File: src/hw/rtl/plid_pkg.sv
package plid_pkg;

    localparam int DATA_W = 32;
    localparam int POS_W  = 8;
    localparam int LEN_W  = 8;

    typedef enum logic [0:0] {
        CMD_INSERT = 1'b0,
        CMD_DELETE = 1'b1
    } cmd_t;

    typedef enum logic [1:0] {
        ST_OK     = 2'd0,
        ST_BADPOS = 2'd1,
        ST_EMPTY  = 2'd2,
        ST_FULL   = 2'd3
    } status_t;

    typedef struct packed {
        logic                     insert_en;
        logic                     delete_en;
        logic [POS_W-1:0]         position;
        logic signed [DATA_W-1:0] value;
    } cell_ctrl_t;

endpackage

File: src/hw/rtl/plid_cell.sv
module plid_cell
    import plid_pkg::*;
#(
    parameter int INDEX = 0
) (
    input  logic                     aclk,
    input  cell_ctrl_t               ctrl,
    input  logic signed [DATA_W-1:0] prev_data,
    input  logic signed [DATA_W-1:0] next_data,
    output logic signed [DATA_W-1:0] data,
    output logic signed [DATA_W-1:0] sel_data
);

    logic signed [DATA_W-1:0] data_reg;
    logic signed [DATA_W-1:0] data_next;
    logic                     at_pos;
    logic                     after_pos;

    assign at_pos    = (INDEX == int'(ctrl.position));
    assign after_pos = (INDEX > int'(ctrl.position));

    always_comb begin
        data_next = data_reg;
        if (ctrl.insert_en) begin
            if (after_pos) begin
                data_next = prev_data;
            end else if (at_pos) begin
                data_next = ctrl.value;
            end
        end else if (ctrl.delete_en) begin
            if (after_pos || at_pos) begin
                data_next = next_data;
            end
        end
    end

    always_ff @(posedge aclk) begin
        data_reg <= data_next;
    end

    assign data     = data_reg;
    assign sel_data = at_pos ? data_reg : '0;

endmodule

File: config.mk
export PLATFORM = sky130hd
export DESIGN_NAME = plid_cell
export DESIGN_NICKNAME = d
export VERILOG_FILES = /design/src/hw/rtl/plid_pkg.sv /design/src/hw/rtl/plid_cell.sv
export SDC_FILE = /design/constraint.sdc
export NUM_CORES = 1
export LEC_CHECK = 0
export ABC_AREA = 1
export BUFFER_PORTS_ARGS = -buffer_cell sky130_fd_sc_hd__buf_4
export CORE_MARGIN = 2
export CORE_UTILIZATION = 42
export DETAILED_ROUTE_END_ITERATION = 8
export PLACE_DENSITY = 0.87
export SYNTH_ARGS = -nofsm -noshare
export SYNTH_HDL_FRONTEND = slang
export SYNTH_SLANG_ARGS = --single-unit
export TNS_END_PERCENT = 50
File: constraint.sdc
create_clock -name aclk -period 8.43 [get_ports aclk]
set_input_delay 1.686 -clock aclk [delete_from_list [all_inputs] [get_ports aclk]]
set_output_delay 1.686 -clock aclk [all_outputs]
set_load 0.01 [all_outputs]
==> impl_metrics.env <==
export IMPL_dp_cells=329
export IMPL_synth_top_area_frac=0.4752
export IMPL_largest_reg_flops=32
export IMPL_dp_hpwl_microns=3651
export IMPL_fin_ws_ns=3.760
export IMPL_fin_nets=389
export IMPL_portBuffers=138
export IMPL_dr_pass1_iters=3
export IMPL_synth_top_cells_by_area="edfxtp_1, mux2_4, nor3_2, inv_1, buf_12"
export IMPL_grt_usage=0.1743
export IMPL_clockRootBuffer="clkbuf_8"
export IMPL_synthFlopType="edfxtp_1"
export IMPL_netlist_area_sq_um=2022
export IMPL_yosys_top_cells_count="edfxtp_1, inv_1, nor3_2, mux2_4, nor2_1"
export IMPL_period_minus_slack_ns=4.670
export IMPL_grt_pass1_wl_microns=7017
export IMPL_ys_warn_count=0
export IMPL_synth_top_area_cell="edfxtp_1"
export IMPL_numClockSinks=32
export IMPL_initial_utilization=0.4309
export IMPL_outcome="complete, no violations"
export IMPL_slew_headroom=0.3673
export IMPL_post_route_drc_count=0
export IMPL_min_path_cells=2
export IMPL_synth_nets=253
export IMPL_fin_tns_setup_ns=0
export IMPL_wl_microns=4658
export IMPL_power_leakage_nw=1.466
export IMPL_finalHoldViolations=0
export IMPL_cap_violations=0
export IMPL_cp_end_kind="primary output"
export IMPL_grt_remaining_overflow=0
export IMPL_drive_gt1_frac=0.7385
export IMPL_yosysUniqueCellTypes=12
export IMPL_post_cts_resized=0
export IMPL_place_gp_congestion=0.7060
export IMPL_grt_start_max_net_pins=34
export IMPL_die_w_microns=73.39
export IMPL_cts_tree="done"
export IMPL_rsz0062_at_grt="no"
export IMPL_detail_route_wl_per_cell_microns=13.82
export IMPL_cts_clk_slew_worst_paths_ns=0.06
export IMPL_worstHoldStart="ctrl[0]"
export IMPL_tightest_slew_ns=0.9458
export IMPL_postCtsSetupBuffers=0
export IMPL_whs_endpoint="data[0]"
export IMPL_antennaDiodeCount=0
export IMPL_setup_violations=0
export IMPL_max_freq_mhz=214.1
export IMPL_synth_edf_count=32
export IMPL_critical_path_class="input pin to primary output"
export IMPL_dr_first_iter_drc_count=26
export IMPL_core_region_area_sq_um=4692
export IMPL_seq_area_frac_synth=0.4752
export IMPL_worstPathMaxFanout=33
export IMPL_fin_crit_sh=0.5540
export IMPL_syn_inst=146
export IMPL_area_growth_pct=52.97
export IMPL_hold_path_class="input pin to flip-flop"
export IMPL_die_h_microns=73.39
export IMPL_clockBufferDepth=2
export IMPL_avgSynthCellArea_sq_um=13.85
export IMPL_viasPerCell=4.588
export IMPL_cts_max_level=2
export IMPL_critPathLaunchType="input pin"
export IMPL_grt_pass1_vias=1451
export IMPL_cp_data_arrival_time_ns=2.98
export IMPL_worstPathRequired_ns=6.74
export IMPL_cts_made_buffers=5
export IMPL_vias=1546
export IMPL_rows=25
export IMPL_synth_seq_cells=32
export IMPL_ir_worst_vdd_mv=0.07620
export IMPL_crit_path_start="ctrl[37]"
export IMPL_slew_viol_final=0
export IMPL_instances_no_fill=337
export IMPL_ys_async_sr_fraction=0
export IMPL_antenna_found_initial=0
export IMPL_num_io_pins=171
export IMPL_preCtsSetupSlack_ns=3.725
export IMPL_die_area_sq_um=5385
export IMPL_powerDensity_nw_per_um2=110.9
export IMPL_drtAntennaViolNets=0
export IMPL_hold_buffers=0
==> how the worst max path moves through the flow <==
| stage | to | cells after the start |
|---|---|---|
| finish | sel_data[31] | 5 |
| global route | sel_data[31] | 5 |
| CTS | sel_data[31] | 5 |
| detailed placement | sel_data[31] | 5 |
| global placement | sel_data[31] | 5 |
| floorplan | data[0] | 4 |
==> cell usage in the layout (no fill, tap or decap) <==
cell type and n:
mux2_4 29, inv_1 32, clkbuf_1 2, clkbuf_8 5, clkinv_1 1, mux2_2 3, nor3_2 31, nand2_2 2
edfxtp_1 32, nor3_1 2, nor2_1 5, buf_4 139
==> metrics by stage <==
step	util	area (sq um)	power (mW)	hold WS [ns]
3_5_place_dp	0.6421	3013	0.2380	1.989
6_report	0.6592	3093	0.3429	1.706
5_1_grt	0.6592	3093	0.3586	1.687
4_1_cts	0.6592	3093	0.3476	1.695
2_1_floorplan	-	2022	0.2123	1.904
3_3_place_gp	0.6421	3013	0.2361	1.986
==> critical path, stage by stage <==
cell and delay, ns:
buf_4 0.11, nor2_1 0.12, nand2_2 0.52, nor3_1 0.37
buf_4 0.17
==> routing by layer <==
metal	track usage	vias to the layer above	wire length (microns)
met3	0.05213	5	315
met5	0	-	0
li1	-	766	-
met1	0.1853	709	1633
met2	0.3273	66	2649
met4	0.05455	0	59
==> where the power goes <==
| group | total [mW] | leakage, nW | internal [mW] | switching, mW |
|---|---|---|---|---|
| clock network | 0.109 | 0.0399 | 0.0574 | 0.0516 |
| registers | 0.177 | 0.288 | 0.177 | 0.000222 |
| logic | 0.0569 | 1.14 | 0.0400 | 0.0168 |
| total | 0.343 | 1.47 | 0.274 | 0.0687 |
==> cell type report <==
class | count | area (sq um)
clock inverters | 1 | 3.754
multi-input cells | 72 | 820.8
clock buffers | 7 | 76.32
fillers | 369 | 1599
well taps | 54 | 67.56
inverters | 32 | 120.1
repair buffers | 139 | 1044
flip-flops and latches | 32 | 960.9
==> kinds of logic (layout without fill, tap and decap cells) <==
family,count (synthesis),count (layout),share of synthesized area
buf+inv,42,179,0.1225
simple gates,40,40,0.1702
mux,32,32,0.2321
flops,32,32,0.4752
No activity file was read; power rests on OpenSTA's default activity.
